## src/hdl/spq_pkg.sv

```systemverilog
package spq_pkg;

  // Default number of entry cells
  localparam int DEF_CAPACITY = 16;

  // Request codes
  typedef enum logic [1:0] {
    CMD_INSERT = 2'd0,
    CMD_POP    = 2'd1,
    CMD_CLEAR  = 2'd2,
    CMD_SEARCH = 2'd3
  } spq_cmd_t;

  // Result status codes
  typedef enum logic [1:0] {
    ST_OK       = 2'd0,
    ST_EMPTY    = 2'd1,
    ST_FULL     = 2'd2,
    ST_NOTFOUND = 2'd3
  } spq_status_t;

  // Shared compare unit modes
  typedef enum logic {
    CMP_PRI_LT = 1'b0,
    CMP_VAL_EQ = 1'b1
  } spq_cmp_mode_t;

  // Sequencer states
  typedef enum logic [2:0] {
    S_IDLE,
    S_INS_CMP,
    S_INS_PUT,
    S_POP_HEAD,
    S_POP_SHIFT,
    S_SRCH
  } spq_state_t;

  typedef struct packed {
    spq_cmd_t           cmd;
    logic signed [31:0] item_value;
    logic signed [15:0] item_priority;
  } spq_req_t;

  typedef struct packed {
    spq_status_t        status;
    logic signed [31:0] out_value;
    logic signed [15:0] out_priority;
    logic [4:0]         count;
  } spq_res_t;

  // One stored cell
  typedef struct packed {
    logic signed [31:0] value;
    logic signed [15:0] prio;
  } spq_entry_t;

  function automatic spq_res_t mk_res(spq_status_t st, logic signed [31:0] v,
                                      logic signed [15:0] p);
    spq_res_t r;
    r.status       = st;
    r.out_value    = v;
    r.out_priority = p;
    r.count        = 5'd0;
    return r;
  endfunction

endpackage

```

## src/hdl/spq_store.sv

```systemverilog
module spq_store #(
  parameter int DEPTH = spq_pkg::DEF_CAPACITY,
  parameter int AW    = $clog2(DEPTH)
) (
  input  logic                clk,
  input  logic                we,
  input  logic [AW-1:0]       waddr,
  input  spq_pkg::spq_entry_t wdata,
  input  logic [AW-1:0]       raddr,
  output spq_pkg::spq_entry_t rdata
);
  import spq_pkg::*;

  spq_entry_t mem [DEPTH];
  spq_entry_t rdata_r;

  // One write port, one registered read port
  always_ff @(posedge clk) begin
    if (we) begin
      mem[waddr] <= wdata;
    end
    rdata_r <= mem[raddr];
  end

  assign rdata = rdata_r;

endmodule

```

## src/hdl/spq_cmp.sv

```systemverilog
module spq_cmp (
  input  spq_pkg::spq_cmp_mode_t mode,
  input  logic signed [31:0]     a,
  input  logic signed [31:0]     b,
  output logic                   hit
);
  import spq_pkg::*;

  // Priority mode: a < b (signed); value mode: a == b
  always_comb begin
    unique case (mode)
      CMP_PRI_LT: hit = (a < b);
      CMP_VAL_EQ: hit = (a == b);
      default:    hit = 1'b0;
    endcase
  end

endmodule

```

## src/hdl/spq_seq.sv

```systemverilog
module spq_seq #(
  parameter int CAPACITY = spq_pkg::DEF_CAPACITY,
  parameter int IW       = $clog2(CAPACITY),
  parameter int CW       = $clog2(CAPACITY + 1)
) (
  input  logic                   clk,
  input  logic                   rst_n,
  input  logic                   start,
  output logic                   busy,
  input  spq_pkg::spq_req_t      in_req,
  output logic                   out_strobe,
  output spq_pkg::spq_res_t      out_res,
  // store
  output logic                   mem_we,
  output logic [IW-1:0]          mem_waddr,
  output spq_pkg::spq_entry_t    mem_wdata,
  output logic [IW-1:0]          mem_raddr,
  input  spq_pkg::spq_entry_t    mem_rdata,
  // shared compare unit
  output spq_pkg::spq_cmp_mode_t cmp_mode,
  output logic signed [31:0]     cmp_a,
  output logic signed [31:0]     cmp_b,
  input  logic                   cmp_hit
);
  import spq_pkg::*;

  spq_state_t    state_r, state_nxt;
  spq_req_t      req_r, req_nxt;
  logic [CW-1:0] count_r, count_nxt;
  logic [IW-1:0] idx_r, idx_nxt;
  spq_res_t      res_r, res_nxt;
  logic          strobe_r, strobe_nxt;
  logic          last;
  spq_entry_t    new_ent;

  assign new_ent.value = req_r.item_value;
  assign new_ent.prio  = req_r.item_priority;
  // current index is the tail entry
  assign last = (CW'(idx_r) == count_r - CW'(1));

  // State and data registers
  always_ff @(posedge clk) begin
    if (!rst_n) begin
      state_r  <= S_IDLE;
      count_r  <= '0;
      strobe_r <= 1'b0;
    end else begin
      state_r  <= state_nxt;
      count_r  <= count_nxt;
      strobe_r <= strobe_nxt;
    end
    req_r <= req_nxt;
    idx_r <= idx_nxt;
    res_r <= res_nxt;
  end

  // Sequencer
  always_comb begin
    state_nxt  = state_r;
    req_nxt    = req_r;
    count_nxt  = count_r;
    idx_nxt    = idx_r;
    res_nxt    = res_r;
    strobe_nxt = 1'b0;
    mem_we     = 1'b0;
    mem_waddr  = idx_r;
    mem_wdata  = mem_rdata;
    mem_raddr  = idx_r;
    cmp_mode   = CMP_PRI_LT;
    cmp_a      = {{16{mem_rdata.prio[15]}}, mem_rdata.prio};
    cmp_b      = {{16{req_r.item_priority[15]}}, req_r.item_priority};

    unique case (state_r)
      S_IDLE: begin
        if (start) begin
          req_nxt = in_req;
          unique case (in_req.cmd)
            CMD_INSERT: begin
              if (count_r == CW'(CAPACITY)) begin
                res_nxt    = mk_res(ST_FULL, '0, '0);
                strobe_nxt = 1'b1;
              end else if (count_r == '0) begin
                mem_we          = 1'b1;
                mem_waddr       = '0;
                mem_wdata.value = in_req.item_value;
                mem_wdata.prio  = in_req.item_priority;
                count_nxt       = CW'(1);
                res_nxt         = mk_res(ST_OK, '0, '0);
                strobe_nxt      = 1'b1;
              end else begin
                // walk from the tail toward the head
                mem_raddr = IW'(count_r - CW'(1));
                idx_nxt   = IW'(count_r - CW'(1));
                state_nxt = S_INS_CMP;
              end
            end
            CMD_POP: begin
              if (count_r == '0) begin
                res_nxt    = mk_res(ST_EMPTY, '0, '0);
                strobe_nxt = 1'b1;
              end else begin
                mem_raddr = '0;
                state_nxt = S_POP_HEAD;
              end
            end
            CMD_CLEAR: begin
              count_nxt  = '0;
              res_nxt    = mk_res(ST_OK, '0, '0);
              strobe_nxt = 1'b1;
            end
            CMD_SEARCH: begin
              if (count_r == '0) begin
                res_nxt    = mk_res(ST_NOTFOUND, '0, '0);
                strobe_nxt = 1'b1;
              end else begin
                mem_raddr = '0;
                idx_nxt   = '0;
                state_nxt = S_SRCH;
              end
            end
            default: ;
          endcase
        end
      end

      // entry idx is in mem_rdata; lower priority moves down one slot
      S_INS_CMP: begin
        mem_we    = 1'b1;
        mem_waddr = idx_r + IW'(1);
        if (cmp_hit) begin
          mem_wdata = mem_rdata;
          if (idx_r == '0) begin
            state_nxt = S_INS_PUT;
          end else begin
            mem_raddr = idx_r - IW'(1);
            idx_nxt   = idx_r - IW'(1);
          end
        end else begin
          mem_wdata  = new_ent;
          count_nxt  = count_r + CW'(1);
          res_nxt    = mk_res(ST_OK, '0, '0);
          strobe_nxt = 1'b1;
          state_nxt  = S_IDLE;
        end
      end

      // new entry becomes the head
      S_INS_PUT: begin
        mem_we     = 1'b1;
        mem_waddr  = '0;
        mem_wdata  = new_ent;
        count_nxt  = count_r + CW'(1);
        res_nxt    = mk_res(ST_OK, '0, '0);
        strobe_nxt = 1'b1;
        state_nxt  = S_IDLE;
      end

      // capture the head, then shift the rest up
      S_POP_HEAD: begin
        res_nxt = mk_res(ST_OK, mem_rdata.value, mem_rdata.prio);
        if (count_r == CW'(1)) begin
          count_nxt  = '0;
          strobe_nxt = 1'b1;
          state_nxt  = S_IDLE;
        end else begin
          mem_raddr = IW'(1);
          idx_nxt   = IW'(1);
          state_nxt = S_POP_SHIFT;
        end
      end

      S_POP_SHIFT: begin
        mem_we    = 1'b1;
        mem_waddr = idx_r - IW'(1);
        mem_wdata = mem_rdata;
        if (last) begin
          count_nxt  = count_r - CW'(1);
          strobe_nxt = 1'b1;
          state_nxt  = S_IDLE;
        end else begin
          mem_raddr = idx_r + IW'(1);
          idx_nxt   = idx_r + IW'(1);
        end
      end

      // first match from the head wins
      S_SRCH: begin
        cmp_mode = CMP_VAL_EQ;
        cmp_a    = mem_rdata.value;
        cmp_b    = req_r.item_value;
        if (cmp_hit) begin
          res_nxt    = mk_res(ST_OK, '0, mem_rdata.prio);
          strobe_nxt = 1'b1;
          state_nxt  = S_IDLE;
        end else if (last) begin
          res_nxt    = mk_res(ST_NOTFOUND, '0, '0);
          strobe_nxt = 1'b1;
          state_nxt  = S_IDLE;
        end else begin
          mem_raddr = idx_r + IW'(1);
          idx_nxt   = idx_r + IW'(1);
        end
      end

      default: state_nxt = S_IDLE;
    endcase

    // count after this request
    if (strobe_nxt) begin
      res_nxt.count = 5'(count_nxt);
    end
  end

  assign busy       = (state_r != S_IDLE);
  assign out_strobe = strobe_r;
  assign out_res    = res_r;

`ifndef SYNTH
  a_count_bound: assert property (@(posedge clk) disable iff (!rst_n)
    count_r <= CW'(CAPACITY))
    else $error("entry count above capacity");

  a_accept_progress: assert property (@(posedge clk) disable iff (!rst_n)
    (start && !busy) |=> (busy || out_strobe))
    else $error("accepted request neither in progress nor answered");

  a_full_status: assert property (@(posedge clk) disable iff (!rst_n)
    (out_strobe && out_res.status == ST_FULL) |-> (count_r == CW'(CAPACITY)))
    else $error("full reported while space left");

  a_idle_no_write: assert property (@(posedge clk) disable iff (!rst_n)
    (state_r == S_IDLE && !start) |-> !mem_we)
    else $error("store written while idle");
`endif

endmodule

```

## src/hdl/sorted_priority_queue_top.sv

```systemverilog
// Sorted priority queue: holds up to CAPACITY (value, priority) entries in
// priority order, highest first, arrival order kept among equal priorities.
// Request channel: in_req carries cmd, item_value, item_priority; a request
// is taken at a rising edge with start high and busy low.
// Result channel: out_strobe is high for one cycle with out_res (status,
// out_value, out_priority, count); there is no way to hold a result back.
// Clear, full insert, empty pop, empty search and insert into an empty
// queue are answered straight from idle. Any other insert walks from the
// tail toward the head, moving each lower-priority entry down one slot;
// pop reads the head, then shifts the rest up; search scans from the head
// (index 0) to the first match or the tail.
// At most one entry is read and one written per cycle through the entry
// store's read and write ports, and one shared comparator decides each
// step, so the walk length sets the rate. busy is low again in the strobe
// cycle, so the next request may be given then.
// Reset empties the queue; entry cells need no clearing.
module sorted_priority_queue_top #(
  parameter int CAPACITY = spq_pkg::DEF_CAPACITY
) (
  input  logic              clk,
  input  logic              rst_n,
  input  logic              start,
  output logic              busy,
  input  spq_pkg::spq_req_t in_req,
  output logic              out_strobe,
  output spq_pkg::spq_res_t out_res
);
  import spq_pkg::*;

  localparam int IW = $clog2(CAPACITY);
  localparam int CW = $clog2(CAPACITY + 1);

  logic               mem_we;
  logic [IW-1:0]      mem_waddr;
  logic [IW-1:0]      mem_raddr;
  spq_entry_t         mem_wdata;
  spq_entry_t         mem_rdata;
  spq_cmp_mode_t      cmp_mode;
  logic signed [31:0] cmp_a;
  logic signed [31:0] cmp_b;
  logic               cmp_hit;

  // Sequencer
  spq_seq #(
    .CAPACITY(CAPACITY),
    .IW      (IW),
    .CW      (CW)
  ) u_seq (
    .clk       (clk),
    .rst_n     (rst_n),
    .start     (start),
    .busy      (busy),
    .in_req    (in_req),
    .out_strobe(out_strobe),
    .out_res   (out_res),
    .mem_we    (mem_we),
    .mem_waddr (mem_waddr),
    .mem_wdata (mem_wdata),
    .mem_raddr (mem_raddr),
    .mem_rdata (mem_rdata),
    .cmp_mode  (cmp_mode),
    .cmp_a     (cmp_a),
    .cmp_b     (cmp_b),
    .cmp_hit   (cmp_hit)
  );

  // Entry store
  spq_store #(
    .DEPTH(CAPACITY),
    .AW   (IW)
  ) u_store (
    .clk  (clk),
    .we   (mem_we),
    .waddr(mem_waddr),
    .wdata(mem_wdata),
    .raddr(mem_raddr),
    .rdata(mem_rdata)
  );

  // Shared comparator
  spq_cmp u_cmp (
    .mode(cmp_mode),
    .a   (cmp_a),
    .b   (cmp_b),
    .hit (cmp_hit)
  );

endmodule

```

## config.mk

```make
export PLATFORM = sky130hd
export DESIGN_NAME = sorted_priority_queue_top
export DESIGN_NICKNAME = d
export VERILOG_FILES = /design/src/hdl/spq_pkg.sv /design/src/hdl/spq_store.sv /design/src/hdl/spq_cmp.sv /design/src/hdl/spq_seq.sv /design/src/hdl/sorted_priority_queue_top.sv
export SDC_FILE = /design/constraint.sdc
export NUM_CORES = 1
export LEC_CHECK = 0
export BUFFER_PORTS_ARGS = -buffer_cell sky130_fd_sc_hd__buf_2
export CAP_MARGIN = 10
export CORE_MARGIN = 1.5
export CORE_UTILIZATION = 62
export CTS_CLUSTER_SIZE = 10
export DETAILED_ROUTE_END_ITERATION = 16
export PLACE_DENSITY = 0.79
export SLEW_MARGIN = 10
export SYNTH_ARGS = -nofsm -noshare
export SYNTH_HDL_FRONTEND = slang
export SYNTH_SLANG_ARGS = --single-unit
```

## constraint.sdc

```tcl
create_clock -name clk -period 6.8 [get_ports clk]
set_input_delay 0 -clock clk [delete_from_list [all_inputs] [get_ports clk]]
set_output_delay 0 -clock clk [all_outputs]
set_load 0.03 [all_outputs]
```

## After elaboration in Yosys (flattened, before gate mapping)

Memory sizes are Yosys's and may differ from the RTL's. A register that Yosys moved wholly into a read port is not among the register bits.
Cells that the tools add are included.

| storage, ports and cells | value |
|---|---|
| bits in registers | 116 |
| latch bits | 0 |
| bits in writable memories | 768 |
| ROM bits | 0 |
| input port bits | 53 |
| output and inout bits | 57 |
| logic and storage cells | 138 |
| memories | 1 |

| operators by class | value |
|---|---|
| $add $sub $neg | 4 |
| multiply operators | 0 |
| div/mod/pow operators | 0 |
| $lt $le $gt $ge | 1 |
| equal/unequal tests | 31 |
| shift operators | 0 |
| mux-type cells | 75 |
| bitwise gates (word level) | 1 |
| reduce and logical (&&, ||, !) cells | 15 |

Memory list:

| memory | depth | width | rd ports | clocked after Yosys merged registers in | wr ports | line | text |
|---|---|---|---|---|---|---|---|
| u_store.mem | 16 | 48 | 1 | 1 | 1 | spq_store.sv:14 | `spq_entry_t mem [DEPTH];` |

Operator list:

| kind | count |
|---|---|
| $mux 55 | 8 |
| $pmux 55 s5 | 1 |
| $mux 48 | 5 |
| $pmux 55 s4 | 1 |
| $pmux 48 s3 | 1 |
| $mux 32 | 2 |
| $mux 4 | 14 |
| $pmux 4 s5 | 2 |
| $mux 5 | 7 |
| $eq 32x32->1 | 1 |
| $lt 32x32->1 | 1 |
| $mux 3 | 10 |
| $pmux 5 s5 | 1 |
| $reduce_and 7->1 | 3 |
| $ne 3x2->1 const B | 6 |
| $ne 4x2->1 const B | 4 |
| $pmux 4 s2 | 2 |
| $pmux 4 s4 | 1 |
| $ne 3x3->1 const B | 5 |
| $pmux 3 s5 | 1 |
| $mux 1 | 13 |
| $pmux 5 s2 | 1 |
| $reduce_bool 5->1 | 2 |
| $pmux 3 s3 | 1 |
| 29 further kinds | 34 |

## Depth between registers and ports, before layout

| logic depth | value |
|---|---|
| word-level depth | 8 |
| gate-level depth with buffers | 22 |
| depth with buffers taken out | 15 |

## Hierarchy

A second synthesis with hierarchy kept.

| second synthesis, totals | value |
|---|---|
| cells, all modules | 2058 |
| area, all modules | 37293.3 sq um |

Modules (own cells, without submodules):

| module | times used | cells an instance | area an instance (sq um) | sequential area each (sq um) |
|---|---|---|---|---|
| spq_store | 1 | 1242 | 29691.0 | 24023.0 |
| spq_seq | 1 | 697 | 6781.5 | 3393.3 |
| spq_cmp | 1 | 119 | 820.8 | 0.0 |

## Worst setup path before layout

Ideal clock, no wire load.

| timing path | value |
|---|---|
| kind | reg-to-reg |
| start point | reg u_seq.state_r[1] |
| end point | reg u_seq.res_r, in the netlist u_seq.out_res[10] (enable) |
| setup time | 0.458 ns |
| data arrival time | 5.512 ns |
| data required time | 6.342 ns |
| path slack | 0.830 ns |
| stages on the path, launching flop included | 18 |
| path buffers | 4 |
| period minus slack after synthesis | 5.970 ns |
| cells stage by stage | dfxtp_1 clkbuf_1 inv_2 nand3_1 clkbuf_1 and2_1 clkbuf_1 clkbuf_1 a21oi_1 ha_1 nand4_1 nor3_1 a221o_1 nor3_1 nor3_1 o21ai_0 a21oi_1 nor2_1 |

| on the way | value |
|---|---|
| word-level cells in the longest chain between the ends | 6 |
| elaborated cells between the ends (all ways) | 20 |
| classes of those cells | order compare (1); eq/ne (11); mux (4); bitwise (1); reduce/logical (3) |

Ends and longest elaborated chain:

| item | line | text |
|---|---|---|
| from (decl) | spq_seq.sv:27 | `spq_state_t state_r, state_nxt;` |
| from (signal assigned) | spq_seq.sv:48 | `state_r <= state_nxt;` |
| $eq 3x3->1 | spq_seq.sv:73 | `unique case (state_r)` |
| $mux 32 or $mux 1 (tied branches) | spq_seq.sv:73 |  |
| $lt 32x32->1, or another cell as far along | spq_cmp.sv:12 | `CMP_PRI_LT: hit = (a < b);` |
| $pmux 1 s2 | spq_cmp.sv:11 | `unique case (mode)` |
| $ne 3x2->1 (no source line) or $ne 2x2->1 (tied branches) | - |  |
| $reduce_and 7->1 (no source line) * | - |  |
| to (signal assigned) | spq_seq.sv:54 | `res_r <= res_nxt;` |
| to (decl) | spq_seq.sv:31 | `spq_res_t res_r, res_nxt;` |

Mark *: on every way between the ends. The rest lies on a longest branch, timed or not.
A chain may end at the register's enable or synchronous reset.

## Worst setup path after layout

| timing path | value |
|---|---|
| start point | reg u_seq.state_r[0] |
| end point | reg, netlist name u_store.rdata[11] |

| on the way | value |
|---|---|
| word-level cells in the longest chain between the ends | 6 |
| elaborated cells between the ends (all ways) | 15 |
| classes of those cells | order compare (1); eq/ne (5); mux (7); bitwise (1); reduce/logical (1) |

Ends and longest elaborated chain:

| item | line |
|---|---|
| $eq 3x3->1 | spq_seq.sv:73 |
| $mux 32 or $mux 1 (tied branches) | spq_seq.sv:73 |
| $lt 32x32->1, or another cell as far along | spq_cmp.sv:12 |
| $pmux 1 s2 | spq_cmp.sv:11 |
| $mux 4 (on tied branches) | - |
| $pmux 4 s5 * | spq_seq.sv:73 |

Marked as above.

==> flow_metrics.py <==
metrics = {
    "clocking": {
        "cts_buffers": 104,
        "clk_latency_ns": 0.68,
        "ctsRootBufferMaster": "clkbuf_16",
        "cts.path.max_buffers": 3,
        "postCtsHoldBufs": 54,
        "clk_pin_slew_ns": 0.06,
        "cts_setup_buffers": 0,
        "post_cts_resized": 0,
        "htree_levels": 3,
        "cts.sinks": 932,
        "cts_tree": "built",
    },
    "critical_path": {
        "critical_path_arrival_ns": 6.87,
        "reg2reg_from": "u_seq.state_r[0]",
        "critPathRequiredTime_ns": 7.34,
        "cp_slowest_cell": "nor4_1",
        "critPathLaunchType": "flop",
        "cp.buffers_inverters": 2,
        "cp-end-kind": "flop",
        "crit_path_max_incr_delay_ns": 0.81,
        "crit_type": "reg2reg",
        "cp-startpoint": "u_seq.state_r[0]",
        "cp_top_family": "simple AND/OR/NAND/NOR gates",
        "critical_path.cell_chain": "nand3_1 > and2_1 > a21o_1 > ha_1 > nand4_1 > nor4_1 > a21o_1 > a21oi_1 > o32ai_1 > nand2_1 > o21ai_4 > buf_4 > buf_12 > mux2i_1 > o22ai_1 > or4_1",
        "path_max_fanout": 86,
        "cpMostUsedCell": "a21o_1",
    },
    "power": {
        "power_density_mw_per_mm2": 401,
        "leakage_nw": 16.0,
        "sequentialPowerShare_pct": 46.3,
        "p_int_mw": 11.9,
        "combPwrFrac_pct": 24.3,
        "p_sw_mw": 5.34,
        "irDropWorstVdd_mv": 0.344,
        "switching_share_pct": 31.0,
        "p_clk_share_pct": 29.4,
    },
    "final_layout": {
        "final_core_util_pct": 71.6,
        "syn_to_final_growth_pct": 14.5,
        "fill_cells": 3698,
        "nets": 2647,
        "drive_gt1_share_pct": 12.8,
    },
    "drt": {
        "final_antenna_net_count": 0,
        "drt_iter0_drc": 3018,
        "firstDrtPassIters": 7,
        "routed_wl_um": 103000,
        "vias_per_cell": 6.82,
        "via_count": 23300,
        "wl_per_cell_um": 30.2,
        "drc_errors": 0,
    },
    "sta": {
        "rsz0062_at_grt": "false",
        "fin_skew_ns": 0.0413,
        "fin_ws_ns": 0.467,
        "fmax_ghz": 0.158,
        "finalHoldViolations": 0,
        "slew_violations": 0,
        "relSlewSlack_pct": 12.9,
        "worst_pin_slew_ns": 1.30,
        "min_period_ns": 6.33,
        "setup_viol": 0,
        "tns_ns": 0,
        "fin_crit_sh_pct": 93.1,
    },
    "synth": {
        "synth.avg_cell_area_um2": 16.0,
        "synth_area_leaders": "edfxtp_1, mux2i_1, o22ai_1",
        "ys_ff_latch": 932,
        "synth_top_area_cell": "edfxtp_1",
        "ys_types": 67,
        "synth_edf_count": 875,
        "synth_flop_cell": "edfxtp_1",
        "ys_warn_count": 0,
        "syn_area_mm2": 0.0376,
        "synth_fp_nets": 2453,
        "synth_async_sr_flop_share_pct": 0,
        "ys_seq_area_share_pct": 72.9,
        "postSynthCellCount": 2357,
        "synth_top_cell_area_share_pct": 69.9,
    },
    "global_routing": {
        "grt_pass1_vias": 22900,
        "grt_pass1_wl_um": 150000,
        "antenna_found_initial": 9,
        "gr-total-overflow": 0,
        "grt_max_degree": 99,
        "grt_use_total_pct": 33.2,
    },
    "place": {
        "place_ws_ns": 0.721,
        "gp_congestion": 0.948,
        "dp_hpwl_um": 56900,
        "portBuffers": 109,
    },
    "floorplanning": {
        "die_x_um": 249,
        "core_area_mm2": 0.0601,
        "fp-row-count": 90,
        "start_util_pct": 62.5,
        "die-area_mm2": 0.0621,
        "pin_count": 110,
        "die-height_um": 249,
    },
    "hold_path": {
        "hp-class": "in2reg",
        "hold_start": "in_req[49]",
    },
    "flow_run": {
        "drv_cap": 0,
    },
    "outcome": {
        "status": "finished, final reports clean",
    },
}
[power groups by stage]
stage	Clock [mW]	Combinational [mW]	Sequential [mW]
final	5.07	4.18	7.99
after global routing	5.35	4.43	8.00
after CTS	5.09	4.11	7.96
after detailed placement	0	4.04	8.07
after global placement	0	3.89	8.05
after floorplan	0	2.70	7.94
[cell usage after synthesis (7+ instances only)]
cell type	number
edfxtp_1	875
mux2i_1	401
o22ai_1	195
nand2_1	106
clkbuf_1	76
a21oi_1	71
nor2_1	62
dfxtp_1	57
or4_1	50
inv_1	44
ha_1	43
o21ai_0	42
buf_2	41
and3_1	36
a222oi_1	32
a21o_1	23
and2_1	23
a31oi_1	20
nand3_1	17
nor3_1	14
buf_4	11
buf_1	8
nand4_1	8
buf_6	7
o21a_1	7
[worst register-to-register path: cells and delay by family (launching register included)]
kind                       cells  cell delay [ns]
AOI/OAI and AO/OA              6             1.35
and+or+nand+nor                6             2.83
DFF                            1             0.54
adders and majority gates      1             0.30
muxes                          1             0.46
buffers and inverters          2             0.73
[final cells by class]
| class | count | area [um^2] | area share [%] |
|---|---|---|---|
| Antenna cell | 1 | 2.50 | 0.00581 |
| Clock buffer | 175 | 2880 | 6.69 |
| Clock inverter | 9 | 169 | 0.392 |
| Inverter | 46 | 173 | 0.401 |
| Multi-Input combinational cell | 1236 | 9530 | 22.1 |
| Sequential cell | 932 | 27400 | 63.7 |
| Tap cell | 782 | 978 | 2.27 |
| Timing Repair Buffer | 231 | 1910 | 4.43 |
[worst paths after layout]
kind | cells after the start | slack, ns | end
min | 4 | 0.08 | u_seq.state_r[2]
min reg2reg | 3 | 0.62 | u_store.rdata[25]
max reg2reg | 16 | 0.47 | u_store.rdata[11]
max | 16 | 0.47 | u_store.rdata[11]
[cell families (layout without fill, tap and decap cells)]
| group | after synthesis | in the layout | share of synthesized area, % |
|---|---|---|---|
| flops | 932 | 932 | 72.9 |
| compound gates | 439 | 439 | 7.70 |
| mux | 401 | 401 | 10.7 |
| simple gates | 346 | 346 | 4.81 |
| buf+inv | 189 | 461 | 2.27 |
| fa+ha+maj | 43 | 43 | 1.43 |
| xor+xnor | 7 | 7 | 0.200 |
| other cells | 0 | 1 | 0 |
[state kept, by name, summed over array words and instances, names as in the netlist]
signal,count
u_seq.count_r,5
u_seq.idx_r,4
u_seq.new_ent,48
u_seq.out_res,55
u_seq.out_strobe,1
u_seq.state_r,3
u_store.mem,768
u_store.rdata,48
[routing by layer]
metal	share of wire [%]	wire, um	track usage (%)	vias to the layer above
li1	-	-	-	9783
met1	38	39400	46.5	11600
met2	47	48000	51.5	1607
met3	12	12200	7.47	269
met4	3.4	3540	12.2	10
met5	0.068	70	0	-
[cell usage in the layout, fill, tap and decap left out, drive strengths merged, types with 4 or more instances in the layout]
cell type | netlist | final
mux2i | 401 | 401
dfxtp | 57 | 57
and2 | 23 | 23
o21a | 7 | 7
clkinv | 1 | 6
dlygate4sd3 | 0 | 54
nor4 | 4 | 4
nand2b | 5 | 5
a211oi | 5 | 5
a21o | 23 | 23
nor2 | 62 | 62
a221o | 5 | 5
o22ai | 195 | 195
o21ai | 44 | 44
nor2b | 5 | 5
nor3 | 14 | 14
or4 | 51 | 51
nand2 | 106 | 106
a31oi | 20 | 20
nand3 | 20 | 20
ha | 43 | 43
o211ai | 5 | 5
a222oi | 32 | 32
a221oi | 5 | 5
a21oi | 71 | 71
nand4 | 9 | 9
or3 | 6 | 6
and3 | 36 | 36
edfxtp | 875 | 875
buf | 67 | 177
clkbuf | 76 | 175
inv | 45 | 48
[stage by stage]
step	cells	hold WS, ns	total power [mW]	area (um^2)
CTS	3410	0.0449	17.2	43000
detailed placement	3172	0.203	12.1	39500
global placement	3172	0.197	11.9	39500
floorplan	2357	0.0989	10.6	37600
finish	3412	0.0834	17.2	43100
global route	3412	0.0617	17.8	43100
No activity file was read; power rests on OpenSTA's default activity.
